--- src/hw/rtl/fac_pkg.sv ---
// ----------------------------------------------------------------------------
// fac_pkg: shared types and constants of the frame acceptance core
// Beat structs, command kinds, outcome codes and register indexes.
// ----------------------------------------------------------------------------
package fac_pkg;

	// one input beat: a telecommand frame header
	typedef struct packed {
		logic       frame_valid;
		logic       bypass;
		logic       control;
		logic [7:0] seq_num;
		logic [7:0] cmd_first;
		logic [7:0] cmd_second;
		logic [7:0] cmd_new_vr;
		logic       buffer_ready;
	} in_beat_t;

	// one result beat
	typedef struct packed {
		logic [3:0]  outcome;
		logic        deliver;
		logic [31:0] clcw_word;
	} out_beat_t;

	// frame kind as decoded by the front end
	localparam logic [2:0] KIND_INVALID  = 3'd0;
	localparam logic [2:0] KIND_UNLOCK   = 3'd1;
	localparam logic [2:0] KIND_SETVR    = 3'd2;
	localparam logic [2:0] KIND_BAD_CMD  = 3'd3;
	localparam logic [2:0] KIND_BYP_DATA = 3'd4;
	localparam logic [2:0] KIND_TYPE_A   = 3'd5;

	// queue entry: kind plus the fields the back end still needs
	typedef struct packed {
		logic [2:0] kind;
		logic [7:0] seq_num;
		logic [7:0] new_vr;
		logic       buffer_ready;
	} q_entry_t;

	// control command bytes
	localparam logic [7:0] CMD_UNLOCK_BYTE = 8'h00;
	localparam logic [7:0] CMD_SETVR_BYTE  = 8'h82;
	localparam logic [7:0] CMD_SETVR_TAIL  = 8'h00;
	localparam logic [1:0] COP_IN_EFFECT   = 2'd1;

	// outcome codes
	localparam logic [3:0] OUT_ACCEPTED    = 4'd0;
	localparam logic [3:0] OUT_NO_BUFFER   = 4'd1;
	localparam logic [3:0] OUT_POS_WINDOW  = 4'd2;
	localparam logic [3:0] OUT_NEG_WINDOW  = 4'd3;
	localparam logic [3:0] OUT_LOCKOUT     = 4'd4;
	localparam logic [3:0] OUT_LOCKED      = 4'd5;
	localparam logic [3:0] OUT_UNLOCKED    = 4'd6;
	localparam logic [3:0] OUT_SETVR       = 4'd7;
	localparam logic [3:0] OUT_SETVR_REF   = 4'd8;
	localparam logic [3:0] OUT_BAD_CMD     = 4'd9;
	localparam logic [3:0] OUT_BYPASS_DATA = 4'd10;
	localparam logic [3:0] OUT_INVALID     = 4'd11;

	// configuration port
	localparam int CFG_ADDR_W = 3;
	localparam int CFG_DATA_W = 8;
	localparam logic [CFG_ADDR_W-1:0] REG_CHANNEL_ID   = 3'd0;
	localparam logic [CFG_ADDR_W-1:0] REG_WINDOW_WIDTH = 3'd1;
	localparam logic [CFG_ADDR_W-1:0] REG_LINK_STATUS  = 3'd2;
	localparam logic [CFG_ADDR_W-1:0] REG_NO_RF        = 3'd3;
	localparam logic [CFG_ADDR_W-1:0] REG_NO_BITLOCK   = 3'd4;

	localparam logic [7:0] WINDOW_WIDTH_RESET = 8'd10;

endpackage

--- src/hw/rtl/fac_front.sv ---
// ----------------------------------------------------------------------------
// fac_front: frame header classifier
// Decode the header into a frame kind, independent of receiver state.
// ----------------------------------------------------------------------------
module fac_front (
	input  fac_pkg::in_beat_t hdr,
	output fac_pkg::q_entry_t entry
);
	import fac_pkg::*;

	logic [2:0] kind;

	always_comb begin
		if (!hdr.frame_valid) begin
			kind = KIND_INVALID;
		end else if (!hdr.bypass) begin
			// control flag on a type-A frame is ignored
			kind = KIND_TYPE_A;
		end else if (!hdr.control) begin
			kind = KIND_BYP_DATA;
		end else if (hdr.cmd_first == CMD_UNLOCK_BYTE) begin
			kind = KIND_UNLOCK;
		end else if (hdr.cmd_first == CMD_SETVR_BYTE && hdr.cmd_second == CMD_SETVR_TAIL) begin
			kind = KIND_SETVR;
		end else begin
			kind = KIND_BAD_CMD;
		end
	end

	assign entry.kind         = kind;
	assign entry.seq_num      = hdr.seq_num;
	assign entry.new_vr       = hdr.cmd_new_vr;
	assign entry.buffer_ready = hdr.buffer_ready;

endmodule

--- src/hw/rtl/fac_queue.sv ---
// ----------------------------------------------------------------------------
// fac_queue: decoupling FIFO between classifier and executor
// Small register FIFO; push and pop may happen in the same cycle.
// ----------------------------------------------------------------------------
module fac_queue #(
	parameter int DEPTH = 2
) (
	input  logic              clk,
	input  logic              arst_n,
	input  logic              push,
	input  fac_pkg::q_entry_t push_entry,
	output logic              full,
	input  logic              pop,
	output logic              head_valid,
	output fac_pkg::q_entry_t head
);
	import fac_pkg::*;

	localparam int PTR_W = (DEPTH > 1) ? $clog2(DEPTH) : 1;
	localparam int CNT_W = $clog2(DEPTH + 1);

	q_entry_t               mem [DEPTH];
	logic     [PTR_W-1:0]   wr_ptr_q;
	logic     [PTR_W-1:0]   rd_ptr_q;
	logic     [CNT_W-1:0]   count_q;

	assign full       = (count_q == CNT_W'(DEPTH));
	assign head_valid = (count_q != '0);
	assign head       = mem[rd_ptr_q];

	always_ff @(posedge clk) begin
		if (push) begin
			mem[wr_ptr_q] <= push_entry;
		end
	end

	always_ff @(posedge clk or negedge arst_n) begin
		if (!arst_n) begin
			wr_ptr_q <= '0;
			rd_ptr_q <= '0;
			count_q  <= '0;
		end else begin
			if (push) begin
				wr_ptr_q <= (wr_ptr_q == PTR_W'(DEPTH - 1)) ? '0 : wr_ptr_q + 1'b1;
			end
			if (pop) begin
				rd_ptr_q <= (rd_ptr_q == PTR_W'(DEPTH - 1)) ? '0 : rd_ptr_q + 1'b1;
			end
			if (push && !pop) begin
				count_q <= count_q + 1'b1;
			end else if (pop && !push) begin
				count_q <= count_q - 1'b1;
			end
		end
	end

endmodule

--- src/hw/rtl/fac_back.sv ---
// ----------------------------------------------------------------------------
// fac_back: FARM-1 executor
// Hold receiver state and configuration, apply each queued frame, register
// the outcome and the control word.
// ----------------------------------------------------------------------------
module fac_back (
	input  logic                           clk,
	input  logic                           arst_n,
	input  logic                           cfg_we,
	input  logic [fac_pkg::CFG_ADDR_W-1:0] cfg_addr,
	input  logic [fac_pkg::CFG_DATA_W-1:0] cfg_wdata,
	input  logic                           head_valid,
	input  fac_pkg::q_entry_t              head,
	output logic                           pop,
	output logic                           out_valid,
	input  logic                           out_stall,
	output fac_pkg::out_beat_t             out_data
);
	import fac_pkg::*;

	// configuration
	logic [5:0] channel_id_q;
	logic [7:0] window_width_q;
	logic [2:0] link_status_q;
	logic       no_rf_q;
	logic       no_bitlock_q;

	// receiver state
	logic       lockout_q;
	logic       wait_q;
	logic       retransmit_q;
	logic [1:0] farmb_q;
	logic [7:0] vr_q;

	logic       lockout_n;
	logic       wait_n;
	logic       retransmit_n;
	logic [1:0] farmb_n;
	logic [7:0] vr_n;
	logic [3:0] outcome_n;
	logic       deliver_n;

	logic [6:0] half;
	logic [7:0] pos_edge;
	logic [7:0] neg_edge;

	logic       out_valid_q;
	out_beat_t  out_q;

	function automatic logic in_wrapped(input logic [7:0] lo, input logic [7:0] v,
			input logic [7:0] hi);
		if (hi < lo) begin
			return (lo <= v) || (v <= hi);
		end
		return (lo <= v) && (v <= hi);
	endfunction

	assign pop       = head_valid && (!out_valid_q || !out_stall);
	assign out_valid = out_valid_q;
	assign out_data  = out_q;

	assign half     = window_width_q[7:1];
	assign pos_edge = vr_q + {1'b0, half} - 8'd1;
	assign neg_edge = vr_q - {1'b0, half};

	always_comb begin
		lockout_n    = lockout_q;
		wait_n       = wait_q;
		retransmit_n = retransmit_q;
		farmb_n      = farmb_q;
		vr_n         = vr_q;
		outcome_n    = OUT_INVALID;
		deliver_n    = 1'b0;
		case (head.kind)
			KIND_UNLOCK: begin
				retransmit_n = 1'b0;
				wait_n       = 1'b0;
				lockout_n    = 1'b0;
				farmb_n      = farmb_q + 2'd1;
				outcome_n    = OUT_UNLOCKED;
			end
			KIND_SETVR: begin
				if (!lockout_q) begin
					retransmit_n = 1'b0;
					wait_n       = 1'b0;
					vr_n         = head.new_vr;
					outcome_n    = OUT_SETVR;
				end else begin
					outcome_n = OUT_SETVR_REF;
				end
				farmb_n = farmb_q + 2'd1;
			end
			KIND_BAD_CMD: begin
				outcome_n = OUT_BAD_CMD;
			end
			KIND_BYP_DATA: begin
				farmb_n   = farmb_q + 2'd1;
				deliver_n = 1'b1;
				outcome_n = OUT_BYPASS_DATA;
			end
			KIND_TYPE_A: begin
				if (lockout_q) begin
					outcome_n = OUT_LOCKED;
				end else if (head.seq_num == vr_q) begin
					if (head.buffer_ready) begin
						wait_n       = 1'b0;
						retransmit_n = 1'b0;
						vr_n         = vr_q + 8'd1;
						deliver_n    = 1'b1;
						outcome_n    = OUT_ACCEPTED;
					end else begin
						wait_n       = 1'b1;
						retransmit_n = 1'b1;
						outcome_n    = OUT_NO_BUFFER;
					end
				end else if (in_wrapped(vr_q, head.seq_num, pos_edge)) begin
					retransmit_n = 1'b1;
					outcome_n    = OUT_POS_WINDOW;
				end else if (in_wrapped(neg_edge, head.seq_num, vr_q)) begin
					outcome_n = OUT_NEG_WINDOW;
				end else begin
					lockout_n = 1'b1;
					outcome_n = OUT_LOCKOUT;
				end
			end
			default: begin
				outcome_n = OUT_INVALID;
			end
		endcase
	end

	always_ff @(posedge clk or negedge arst_n) begin
		if (!arst_n) begin
			channel_id_q   <= '0;
			window_width_q <= WINDOW_WIDTH_RESET;
			link_status_q  <= '0;
			no_rf_q        <= 1'b0;
			no_bitlock_q   <= 1'b0;
		end else if (cfg_we) begin
			case (cfg_addr)
				REG_CHANNEL_ID:   channel_id_q   <= cfg_wdata[5:0];
				REG_WINDOW_WIDTH: window_width_q <= cfg_wdata[7:0];
				REG_LINK_STATUS:  link_status_q  <= cfg_wdata[2:0];
				REG_NO_RF:        no_rf_q        <= cfg_wdata[0];
				REG_NO_BITLOCK:   no_bitlock_q   <= cfg_wdata[0];
				default: begin
				end
			endcase
		end
	end

	always_ff @(posedge clk or negedge arst_n) begin
		if (!arst_n) begin
			lockout_q    <= 1'b0;
			wait_q       <= 1'b0;
			retransmit_q <= 1'b0;
			farmb_q      <= '0;
			vr_q         <= '0;
			out_valid_q  <= 1'b0;
		end else begin
			if (pop) begin
				lockout_q    <= lockout_n;
				wait_q       <= wait_n;
				retransmit_q <= retransmit_n;
				farmb_q      <= farmb_n;
				vr_q         <= vr_n;
				out_valid_q  <= 1'b1;
			end else if (!out_stall) begin
				out_valid_q <= 1'b0;
			end
		end
	end

	always_ff @(posedge clk) begin
		if (pop) begin
			out_q.outcome   <= outcome_n;
			out_q.deliver   <= deliver_n;
			out_q.clcw_word <= {1'b0, 2'b00, link_status_q, COP_IN_EFFECT,
				channel_id_q, 2'b00, no_rf_q, no_bitlock_q, lockout_n, wait_n,
				retransmit_n, farmb_n, 1'b0, vr_n};
		end
	end

	a_invalid_keeps_state: assert property (@(posedge clk) disable iff (!arst_n)
		pop && head.kind == KIND_INVALID |=>
		$stable(lockout_q) && $stable(wait_q) && $stable(retransmit_q) &&
		$stable(farmb_q) && $stable(vr_q))
		else $error("invalid frame changed receiver state");

	a_farmb_only_on_pop: assert property (@(posedge clk) disable iff (!arst_n)
		!pop |=> $stable(farmb_q))
		else $error("FARM-B counter moved without a frame");

	a_lockout_from_type_a: assert property (@(posedge clk) disable iff (!arst_n)
		$rose(lockout_q) |-> $past(pop && head.kind == KIND_TYPE_A))
		else $error("lockout entered by a non type-A frame");

	a_result_from_pop: assert property (@(posedge clk) disable iff (!arst_n)
		$rose(out_valid_q) |-> $past(pop))
		else $error("result beat appeared without a dequeued frame");

	a_no_pop_while_held: assert property (@(posedge clk) disable iff (!arst_n)
		out_valid_q && out_stall |-> !pop)
		else $error("frame dequeued while a result is held");

endmodule

--- src/hw/rtl/farm1_frame_acceptance_core.sv ---
// ----------------------------------------------------------------------------
// farm1_frame_acceptance_core: FARM-1 frame acceptance and reporting
// Receiver side of COP-1: classify telecommand frame headers, run the
// sliding-window check and Unlock / Set V(R) commands, report the CLCW.
// ----------------------------------------------------------------------------
//
//   channel  dir  handshake              payload
//   -------  ---  ---------------------  ---------------------------------
//   in       rx   in_valid / in_stall    fac_pkg::in_beat_t  (frame header)
//   out      tx   out_valid / out_stall  fac_pkg::out_beat_t (outcome, CLCW)
//   cfg      rx   cfg_we                 cfg_addr, cfg_wdata (write only)
//
// Throughput is one frame per cycle while the output does not stall; the
// executor applies a frame and packs the control word together against the
// live V(R) and flags. A header is decoded into the queue when it is
// accepted and applied into the output register from the queue head.
// in_stall rises only when the QUEUE_DEPTH-entry queue is full; a stall on
// the output holds the result register and backs up into the queue.
// Reset clears the receiver state, the queue and the output valid flag, and
// loads the configuration registers with their defaults (window width 10).
//
module farm1_frame_acceptance_core #(
	parameter int QUEUE_DEPTH = 2
) (
	input  logic                           clk,
	input  logic                           arst_n,
	input  logic                           in_valid,
	output logic                           in_stall,
	input  fac_pkg::in_beat_t              in_data,
	output logic                           out_valid,
	input  logic                           out_stall,
	output fac_pkg::out_beat_t             out_data,
	input  logic                           cfg_we,
	input  logic [fac_pkg::CFG_ADDR_W-1:0] cfg_addr,
	input  logic [fac_pkg::CFG_DATA_W-1:0] cfg_wdata
);
	import fac_pkg::*;

	q_entry_t entry;
	q_entry_t head;
	logic     q_full;
	logic     head_valid;
	logic     pop;
	logic     push;

	// decode the header as it arrives; nothing here depends on V(R)
	fac_front u_front (
		.hdr   (in_data),
		.entry (entry)
	);

	// take a beat whenever the queue has room, regardless of the back end
	assign in_stall = q_full;
	assign push     = in_valid && !q_full;

	fac_queue #(
		.DEPTH (QUEUE_DEPTH)
	) u_queue (
		.clk        (clk),
		.arst_n     (arst_n),
		.push       (push),
		.push_entry (entry),
		.full       (q_full),
		.pop        (pop),
		.head_valid (head_valid),
		.head       (head)
	);

	// apply frames in order and hold the result until it is taken
	fac_back u_back (
		.clk        (clk),
		.arst_n     (arst_n),
		.cfg_we     (cfg_we),
		.cfg_addr   (cfg_addr),
		.cfg_wdata  (cfg_wdata),
		.head_valid (head_valid),
		.head       (head),
		.pop        (pop),
		.out_valid  (out_valid),
		.out_stall  (out_stall),
		.out_data   (out_data)
	);

endmodule
--- config.mk ---
export PLATFORM = sky130hd
export DESIGN_NAME = farm1_frame_acceptance_core
export DESIGN_NICKNAME = d
export VERILOG_FILES = /design/src/hw/rtl/fac_pkg.sv /design/src/hw/rtl/fac_front.sv /design/src/hw/rtl/fac_queue.sv /design/src/hw/rtl/fac_back.sv /design/src/hw/rtl/farm1_frame_acceptance_core.sv
export SDC_FILE = /design/constraint.sdc
export NUM_CORES = 1
export LEC_CHECK = 0
export CORE_MARGIN = 2
export CORE_UTILIZATION = 30
export DETAILED_ROUTE_END_ITERATION = 10
export DONT_BUFFER_PORTS = 1
export GPL_TIMING_DRIVEN = 0
export PLACE_DENSITY = 0.54
export SYNTH_ARGS = -nofsm -noshare
export SYNTH_HDL_FRONTEND = slang
export SYNTH_HIERARCHICAL = 1
export SYNTH_SLANG_ARGS = --single-unit
--- constraint.sdc ---
create_clock -name clk -period 3.6 [get_ports clk]
set_clock_uncertainty 0.1 [all_clocks]
set_input_delay 0.72 -clock clk [delete_from_list [all_inputs] [get_ports clk]]
set_output_delay 0.72 -clock clk [all_outputs]
set_load 0.005 [all_outputs]
# After elaboration in Yosys (flattened, before gate mapping)
# Memory sizes are Yosys's and may differ from the RTL's.
# Cells that the tools add are included.
op_classes:
  eq_ne: 13
  n_reduce_logical: 26
  n_lt_le_gt_ge: 6
  muxes: 65
  add_sub_neg: 9
op_table:
  columns: ["op", "count"]
  rows:
  - ["2-to-1 mux 1 bit", 43]
  - ["<= comparator 8 bit", 4]
  - ["2-to-1 mux 8 bit", 4]
  - ["one-hot mux 4 bit (5 select lines)", 1]
  - ["logical NOT 8 bit", 2]
  - ["< comparator 8 bit", 2]
  - ["2-to-1 mux 4 bit", 4]
  - ["one-hot mux 8 bit (2 select lines)", 1]
  - ["2-to-1 mux 3 bit", 5]
  - ["== test 3 x 2 -> 1 bit, second input constant", 4]
  - ["AND reduction 2 bit", 5]
  - ["== test 3 bit, second input constant", 3]
  - ["adder 8 x 1 -> 8 bit, second input constant", 1]
  - ["adder 8 x 7 -> 8 bit", 1]
  - ["== test 8 bit", 1]
  - ["== test 8 bit, second input constant", 1]
  - ["subtractor 8 x 1 -> 8 bit, second input constant", 1]
  - ["subtractor 8 x 7 -> 8 bit", 1]
  - ["logical AND 1 bit", 7]
  - ["== test 3 x 1 -> 1 bit, second input constant", 2]
  - ["2-to-1 mux 2 bit", 3]
  - ["one-hot mux 1 bit (3 select lines)", 2]
  - ["logical NOT 1 bit", 5]
  - ["adder 2 x 1 -> 2 bit, second input constant", 2]
  - ["9 further kinds", 14]
totals:
  n_memories: 1
  elab_cells: 137
  regBits: 66
  ramBits: 40
mem_list:
  columns: ["memory", "words", "word_bits", "read_ports", "rd_clocked_by_memory_dff", "wr", "line", "rtl"]
  rows:
  - ["u_queue.mem", 2, 20, 1, 0, 1, "fac_queue.sv:22", "q_entry_t mem [DEPTH];"]

# Logic depth before layout (Yosys ltp)
# Gate-level depths: netlist of run 1.
depth:
  ltp_word: 25
  mapped_depth: 19
  ltp_nobuf: 19

# By module
# Netlist of run 1, hierarchy kept.
by_module_without_submodules:
  columns: ["module", "cells_each", "seq_area_each_um2", "n_inst", "area_each_um2"]
  rows:
  - ["fac_back", 440, 1674.1, 1, 4355.4]
  - ["fac_queue", 78, 1301.2, 1, 1709.1]
  - ["fac_front", 30, 0.0, 1, 222.7]
  - ["farm1_frame_acceptance_core", 1, 0.0, 1, 13.8]

# Least setup slack after synthesis of run 1
# No wires, ideal clock.
synth_path:
  path_kind: "flip-flop to flip-flop"
  from: "register u_back.vr_q[1]"
  to: "register u_back.out_q, in the netlist u_back/out_data[35] (data pin)"
  stages_incl_launch_ff: 20
  path_slack_ns: -0.375
  synth_period_minus_slack_ns: 3.975
  t_arrival_ns: 3.609
  n_path_buf: 0
  required_time_ns: 3.235
  setup_ns: 0.265
  path_cell_list: "dfrtp_1 > inv_1 > ha_1 > inv_1 > ha_1 > inv_1 > fa_1 > nor3_1 > a211o_1 > a21oi_1 > o21bai_1 > a21o_1 > xnor2_1 > ha_1 > nand4_1 > or2_2 > o21ai_0 > maj3_2 > nor4_2 > or3_1"
synth_via:
  elab_chain_cells: 17
  word_cells_on_any_way: 39
synth_lines:
  columns: ["item", "line", "rtl"]
  rows:
  - ["from (decl)", "fac_back.sv:33", "logic [7:0] vr_q;"]
  - ["from (signal assigned)", "fac_back.sv:166", "vr_q <= vr_n;"]
  - ["branches (longest 14 deep; another with adder 8 x 7 -> 8 bit)", null, null]
  - ["2-to-1 mux 4 bit (*)", "fac_back.sv:104", "end else if (head.seq_num == vr_q) begin"]
  - ["2-to-1 mux 4 bit (*)", "fac_back.sv:102", "if (lockout_q) begin"]
  - ["one-hot mux 4 bit (5 select lines) (*)", "fac_back.sv:74", "case (head.kind)"]
  - ["named net u_back.outcome_n[2]", "fac_back.sv:40", "logic [3:0] outcome_n;"]
  - ["to (decl)", "fac_back.sv:48", "out_beat_t out_q;"]
# Mark *: on every way through the listed nets, which the timed path passes. The select of a mux whose other input is x is not followed.
# A chain may end at the register's enable or synchronous reset.

# Worst setup path in the final report of run 1
layout_path:
  from: "register u_back.window_width_q[2]"
  to: "register u_back.out_q, in the netlist u_back/out_data[11] (data pin)"
layout_via:
  elab_chain_cells: 15
  word_cells_on_any_way: 19
layout_lines:
  columns: ["item", "line", "rtl"]
  rows:
  - ["from (decl)", "fac_back.sv:23", "logic [7:0] window_width_q;"]
  - ["from (signal assigned)", "fac_back.sv:142", "REG_WINDOW_WIDTH: window_width_q <= cfg_wdata[7:0];"]
  - ["adder 8 x 7 -> 8 bit (*)", "fac_back.sv:63", "assign pos_edge = vr_q + {1'b0, half} - 8'd1;"]
  - ["subtractor 8 x 1 -> 8 bit (*)", "fac_back.sv:63", null]
  - ["< comparator 8 bit", "fac_back.sv:52", "if (hi < lo) begin"]
  - ["2-to-1 mux 1 bit", "fac_back.sv:52", null]
  - ["2-to-1 mux 1 bit", "fac_back.sv:104", null]
  - ["2-to-1 mux 1 bit", "fac_back.sv:102", null]
  - ["2-to-1 mux 1 bit", "fac_back.sv:74", null]
  - ["2-to-1 mux 1 bit (*)", "fac_back.sv:55", "return (lo <= v) && (v <= hi);"]
  - ["2-to-1 mux 1 bit (*)", "fac_back.sv:104", null]
  - ["2-to-1 mux 1 bit (*)", "fac_back.sv:102", null]
  - ["2-to-1 mux 1 bit (*)", "fac_back.sv:74", null]
  - ["2-to-1 mux 1 bit (*)", "fac_back.sv:116", "end else if (in_wrapped(vr_q, head.seq_num, pos_edge)) begin"]
  - ["2-to-1 mux 1 bit (*)", "fac_back.sv:104", null]
  - ["2-to-1 mux 1 bit (*)", "fac_back.sv:102", null]
  - ["one-hot mux 1 bit (3 select lines) (*)", "fac_back.sv:74", null]
  - ["named net u_back.retransmit_n", "fac_back.sv:37", "logic retransmit_n;"]
# The timed path passes the listed nets; every way through them passes the cells marked *. The select of a mux whose other input is x is not followed.

==> results by group, run 1 <==
Routing
  • Vias: around 4200
  • Vias per cell: ~4.8
  • Routed len/inst: 16.5 um
  • Total wire length: about 14 mm
  • DRT iter0 DRCs: 234
  • Router iterations before antenna repair: 4
  • DRC: 0
  • Antenna viol nets, final: 0

Logic synthesis
  • Post-synth top flop: edfxtp_1
  • Mapped Cells: 549
  • Avg Cell Area, Syn: between 10 and 15 um2
  • Fraction of registers with async set or reset after synthesis: between 30% and 40%
  • Yosys reg bits: 105
  • Sequential fraction of the synthesis area: 47.2%
  • Number of synthesized flops with an enable pin: 69
  • Syn Std Cell Area: 0.00630 mm2
  • Synth warn: 6
  • Cell variety after synth: 68

Placed design
  • Post-placement cell count: slightly above 800
  • Port Buf Inserts: 0
  • DP HPWL: 10.8 mm
  • GPL Wtd Cong: roughly 0.84

Floorplan
  • Chip height: approximately 150 um
  • Die area: approximately 0.022 mm2
  • Die W: around 150 um
  • Initial Util: 30.3%
  • CORE AREA: roughly 0.021 mm2
  • Rows: between 50 and 60
  • Io pins: 91

Worst hold path
  • Hold WC Path Type: primary input to asynchronous set/reset pin

Clock network
  • Clk pin slew, worst setup/hold paths: about 0.070 ns
  • Clock Tree Buf Depth: 2
  • Clk_lat worst skew: ~0.35 ns
  • CTS buffer count: 9
  • Clk sinks: 105
  • Htree depth: 3
  • CTS tree: done
  • Root Driver: clkbuf_16

Global route
  • Largest net degree at the start of global routing: 41
  • Antenna violations before repair: 0
  • First-pass GRT wire length: around 22 mm
  • Vias in the first global route: 4164
  • Remaining global-route overflow: 0
  • GRT Overall Usage: 12.8%

Timing
  • Final setup viols: 7
  • RSZ-0062 raised after global routing: true
  • Final worst-path cycle share: 114%
  • Achievable frequency: 244 MHz
  • Pins over their slew limit: 0
  • Final worst slack: -0.501 ns
  • Final hold vios: 0
  • Final min period: just over 4 ns
  • Max transition margin: a little under two fifths
  • Slew @ Worst Pin: between 0.9 and 1 ns

Final layout
  • Inserted Diodes: 0
  • Most frequent cells in the layout: edfxtp_1, ha_1, inv_1
  • Nets: approximately 700
  • Util after Layout: 35.2%
  • Fraction of layout cells with a size suffix above 1: roughly 26%
  • Non-Filler Instances: slightly below 900
  • Most common cell after layout, fill and taps aside: edfxtp_1
  • Fillers: 2093
  • Area Growth Syn to Fin: 16.3%

Critical path
  • Element type at the critical path start: flop
  • Worst setup EP type: flop
  • Worst setup path class: flop to flop
  • Worst Path Max Fanout: 3
  • Critical Path AT: roughly 4.1 ns
  • Req. time, crit path: about 3.6 ns

Outcome
  • Run status: complete, but fails checks
  • Failing checks: negative setup slack

Power
  • Combinational power share: roughly three fifths
  • Flop pwr share: between 20% and 30%
  • Power, Total: roughly 7.7 mW
  • Maximum VDD drop: just over 0.4 mV
  • Internal: 4.47 mW
  • P per Cell Area: 1050 mW/mm2
  • Net Sw Power: 3.23 mW
  • Clk network pwr share: approximately 14%
  • Switching part of the total power: between 40% and 50%
  • Pleak: 2.99 nW

Flow run
  • Max cap viols: 0
timing repair:
action	in CTS	in global routing
resized for setup	17	4
setup buffers	13	5
pin swaps	15	12
endpoints found under the hold margin	34	0
setup endpoints to repair	7	7
hold buffers	1	0
kinds of logic after synthesis:
| family | Yosys count | synth area share, % |
|---|---|---|
| simple gates | 123 | 11.0 |
| fa+ha+maj | 63 | 12.7 |
| xor+xnor | 25 | 3.47 |
| flops | 105 | 47.2 |
| compound gates | 103 | 10.5 |
| other cells | 2 | 0.119 |
| mux | 37 | 7.70 |
| buf+inv | 91 | 7.31 |
sequential cells by signal, summed over array words and instances (netlist names):
register,count
u_queue/wr_ptr_q,1
u_queue/count_q,2
u_back/retransmit_q,1
u_back/out_valid,1
u_back/window_width_q,7
u_back/wait_q,1
u_back/lockout_q,1
u_back/vr_q,8
u_back/channel_id_q,6
u_back/farmb_q,2
u_queue/mem,40
u_back/out_data,29
u_back/no_rf_q,1
u_queue/rd_ptr_q,1
u_back/no_bitlock_q,1
u_back/link_status_q,3
Yosys cell counts, drive strengths merged (3+ instances only):
cell type  instances  area (um2)
nor3              11        55.1
o211ai             4        30.0
o31ai              7        52.6
o21bai             5        37.5
clkbuf             4        15.0
nand4              5        37.5
edfxtp            69        2070
a21o               4        30.0
a21oi             30         150
nor2b              9        63.8
a221o              3        30.0
or2                5        31.3
dfrtp             34         851
or3                3        18.8
xnor2             16         140
o21ai             25         125
o21a               4        30.0
a21boi             4        30.0
nand2b             7        43.8
mux2              35         465
buf               31         235
xor2               9        78.8
nand3              8        40.0
inv               56         210
nor4bb             3        30.0
ha                58         726
maj3               3        32.5
nor2              19        71.3
nor4b              3        47.5
nor4               6        58.8
nand2             37         139
critical path, cell delays in order, from the launching register on:
cell and delay [ns]:
dfrtp_1 0.38, inv_2 0.06, ha_4 0.27, inv_2 0.04, ha_4 0.15, inv_2 0.05
fa_2 0.26, nor3_2 0.06, a211o_1 0.24, a21oi_2 0.20, o21bai_1 0.09, a21o_1 0.20
buf_4 0.15, xor2_1 0.14, ha_1 0.31, o2111ai_1 0.11, o21a_1 0.21, maj3_2 0.37
or2_1 0.25, a21bo_2 0.19
power by group through the flow:
stage          Combinational, mW  Sequential [mW]  Clock (mW)
2_1_floorplan               3.10             1.98           0
3_3_place_gp                3.91             2.08           0
3_5_place_dp                4.06             2.09           0
4_1_cts                     4.39             2.04        1.10
5_1_grt                     5.13             2.07        1.13
6_report                    4.61             2.02        1.06
final cells by class:
cell class,count,area [um2],share of cell area [%]
multi-input cells,359,3040,41.5
flip-flops and latches,105,2980,40.7
well taps,275,344,4.69
plain buffers,35,251,3.43
clock buffers,9,225,3.07
inverters,56,216,2.95
repair buffers,20,170,2.32
clock inverters,7,98.8,1.35
routing by layer:
layer | wire length [um] | vias up | GRT usage (%) | part of all wire (%)
met5 | 0 | - | 0 | 0
met4 | 131 | 0 | 4.14 | 0.92
met3 | 837 | 11 | 3.06 | 5.9
met2 | 6680 | 125 | 20.9 | 47
met1 | 6630 | 2030 | 16.8 | 46
li1 | - | 2012 | - | -
worst paths after layout:
check                                       to  slack (ns)  depth (start not counted)                      from
hold reg to reg            u_back/out_data[26]        0.34                          0   u_back/link_status_q[0]
max in group asynchronous       u_back/vr_q[4]        3.10                          1                    arst_n
setup / recovery           u_back/out_data[11]       -0.50                         19  u_back/window_width_q[2]
min in group clk           u_back/out_data[26]        0.34                          0   u_back/link_status_q[0]
hold / removal             u_back/retransmit_q        0.10                          1                    arst_n
setup reg to reg           u_back/out_data[11]       -0.50                         19  u_back/window_width_q[2]
through the flow:
step	instance area, um2	hold WS (ns)	worst slack (ns)	setup TNS, ns
after detailed placement	6770	0.326	-0.765	-4.41
after CTS	7270	0.0858	-0.429	-2.17
after global routing	7330	0.0851	-0.642	-3.88
after floorplan	6400	0.319	-0.141	-0.262
final	7330	0.101	-0.501	-2.74
after global placement	6750	0.327	-0.717	-4.32
No activity file was read; power rests on OpenSTA's default activity.
==> run 2, diff against run 1 <==
- CORE_ASPECT_RATIO: unset -> 1.1
- RECOVER_POWER: unset -> 25
==> results by group, run 2 (synthesized netlist as in run 1, its figures left out) <==
Outcome
  • Run status: complete, but fails checks
  • Failing checks: max-capacitance violations, max-slew violations, negative setup slack

Floorplan
  • Die W: 142 um (-4.5%)
  • Chip height: 156 um (+4.8%)
  • CORE AREA: 0.0206 mm2 (-1.2%)
  • Io pins: 91 (unchanged)
  • Initial Util: 30.6% (+0.36 points)
  • Die area: 0.0222 mm2 (about the same)
  • Rows: 55 (+3.8%)

Power
  • Pleak: 2.96 nW (-1.2%)
  • Maximum VDD drop: 0.402 mV (-2.3%)
  • P per Cell Area: 1060 mW/mm2 (+1.1%)

Global route
  • Remaining global-route overflow: 0 (unchanged)
  • Met2 GRT Util: 20.8% (-0.17 points)
  • Largest net degree at the start of global routing: 41 (unchanged)
  • GRT Overall Usage: 12.5% (-0.30 points)
  • First-pass GRT wire length: 21.4 mm (-2.7%)
  • M3 GR Usage: 2.95% (-0.11 points)
  • Most used routing layer: met2
  • Antenna violations before repair: 0 (unchanged)
  • Met1 usage: 15.8% (-1.0 points)
  • Vias in the first global route: 4159 (-0.12%)

Routing
  • Vias: 4120 (-1.4%)
  • DRC: 0 (unchanged)
  • Router iterations before antenna repair: 4 (unchanged)
  • Routed len/inst: 16.1 um (-2.3%)
  • Vias per cell: 4.88 (+1.2%)
  • DRT iter0 DRCs: 138 (-41%)
  • Antenna viol nets, final: 0 (unchanged)
  • Total wire length: 13.6 mm (-4.8%)

Timing
  • Max transition margin: -31.8% (-70 points)
  • Final hold vios: 0 (unchanged)
  • Final worst slack: -0.363 ns (+0.138 ns)
  • Achievable frequency: 252 MHz (+3.5%)
  • Pins over their slew limit: 35 (+35)
  • Final min period: 3.96 ns (-0.138 ns)
  • Final worst-path cycle share: 110% (-3.8 points)
  • RSZ-0062 raised after global routing: true
  • Final setup viols: 7 (unchanged)
  • Slew @ Worst Pin: 1.98 ns (+1.05 ns)

Clock network
  • Clk pin slew, worst setup/hold paths: 0.07 ns (about the same)
  • Root Driver: clkbuf_16
  • CTS buffer count: 9 (unchanged)
  • Htree depth: 3 (unchanged)
  • Clk sinks: 105 (unchanged)
  • CTS tree: done
  • Clk_lat worst skew: 0.36 ns (about the same)
  • Clock Tree Buf Depth: 2 (unchanged)

Placed design
  • DP HPWL: 10.5 mm (-2.5%)
  • Port Buf Inserts: 0 (unchanged)
  • Post-placement cell count: 812 (-2.3%)
  • GPL Wtd Cong: 0.859 (+2.2%)
  • Dpl ws: -0.748 ns (+0.0171 ns)

Final layout
  • Inserted Diodes: 0 (unchanged)
  • Most common cell after layout, fill and taps aside: edfxtp_1
  • Biggest register: u_queue/mem
  • Max reg flops: 40 (unchanged)
  • Most frequent cells in the layout: edfxtp_1, ha_1, inv_1
  • Nets: 695 (-0.43%)
  • Area Growth Syn to Fin: 15.4%
  • Util after Layout: 35.3% (+0.14 points)
  • Fraction of layout cells with a size suffix above 1: 25.5% (-0.21 points)
  • Non-Filler Instances: 844 (-2.5%)

Critical path
  • Req. time, crit path: 3.61 ns (about the same)
  • Worst setup EP type: flop
  • Element type at the critical path start: flop
  • Critical Path AT: 3.98 ns (-0.13 ns)
  • Worst Path Max Fanout: 3 (unchanged)
  • Worst setup path class: flop to flop

Worst hold path
  • Hold WC Path Type: primary input to asynchronous set/reset pin

Flow run
  • Max cap viols: 1 (+1)
-- run 2: cell count changes in the layout (fill, tap and decap cells not counted), sizes merged --
cell,delta
buf,-10
bufinv,-1
clkbuf,+7
clkinv,+1
-- run 2: path summary, 6_finish.rpt --
path,start,slack (ns),to,depth (start not counted)
setup / recovery,u_back/window_width_q[1],-0.36,u_back/out_data[11],18
hold / removal,arst_n,0.11,u_back/window_width_q[1],0
setup reg to reg,u_back/window_width_q[1],-0.36,u_back/out_data[11],18
hold reg to reg,u_back/no_bitlock_q,0.35,u_back/out_data[14],0
max in group asynchronous,arst_n,1.31,u_back/vr_q[1],1
min in group clk,u_back/no_bitlock_q,0.35,u_back/out_data[14],0
-- run 2: final cells by class --
| type | instances | area (um2) |
|---|---|---|
| Tap cell | 256 | 320 |
| Timing Repair Buffer | 17 | 135 |
| Buffer | 35 | 240 |
| Clock inverter | 7 | 96.3 |
| Sequential cell | 105 | 2980 |
| Multi-Input combinational cell | 359 | 3060 |
| Inverter | 56 | 216 |
| Clock buffer | 9 | 225 |
| Fill cell | 2013 | 13300 |
-- run 2: critical path, cell delays in order (launching register included) --
cell	delay (ns)
dfstp_2	0.55
inv_2	0.05
ha_4	0.15
inv_2	0.05
ha_4	0.12
inv_2	0.03
fa_2	0.38
o31ai_4	0.27
a21oi_2	0.10
o21bai_1	0.14
a21o_1	0.19
xnor2_2	0.08
ha_1	0.32
nand4_1	0.13
a21oi_2	0.18
o21ai_4	0.07
maj3_2	0.36
or2_1	0.25
a21bo_2	0.20
-- run 2: what timing repair did --
| item | 4_1_cts | 5_1_grt |
|---|---|---|
| cloned | 0 | 0 |
| buffers inserted | 14 | 1 |
| endpoints found under the hold margin | 34 | 0 |
| hold buffers | 1 | 0 |
| endpoints found under the setup margin | 7 | 7 |
| resized for setup | 18 | 9 |
| pin swaps | 18 | 6 |
-- run 2: power by group --
part / switching [mW] / internal (mW) / total, mW / leakage [nW]
clock: 0.465 / 0.558 / 1.02 / 0.153
combinational: 2.53 / 2.14 / 4.67 / 1.72
sequential: 0.235 / 1.79 / 2.03 / 1.09
-- run 2: metal layers --
metal	share of wire (%)	vias up	wire (um)
met3	5.7	19	775
li1	-	2003	-
met5	0	-	0
met2	47	125	6370
met4	2.6	0	360
met1	45	1973	6090
-- run 2: stage by stage --
step	cell area [um2]	setup TNS (ns)	hold WS, ns	power (mW)
4_1_cts	7240	-1.97	0.0918	7.56
5_1_grt	7270	-3.19	0.0876	8.39
3_5_place_dp	6740	-4.25	0.326	6.10
3_3_place_gp	6720	-4.57	0.325	5.97
6_report	7270	-1.93	0.107	7.72
2_1_floorplan	6400	-0.262	0.319	5.09
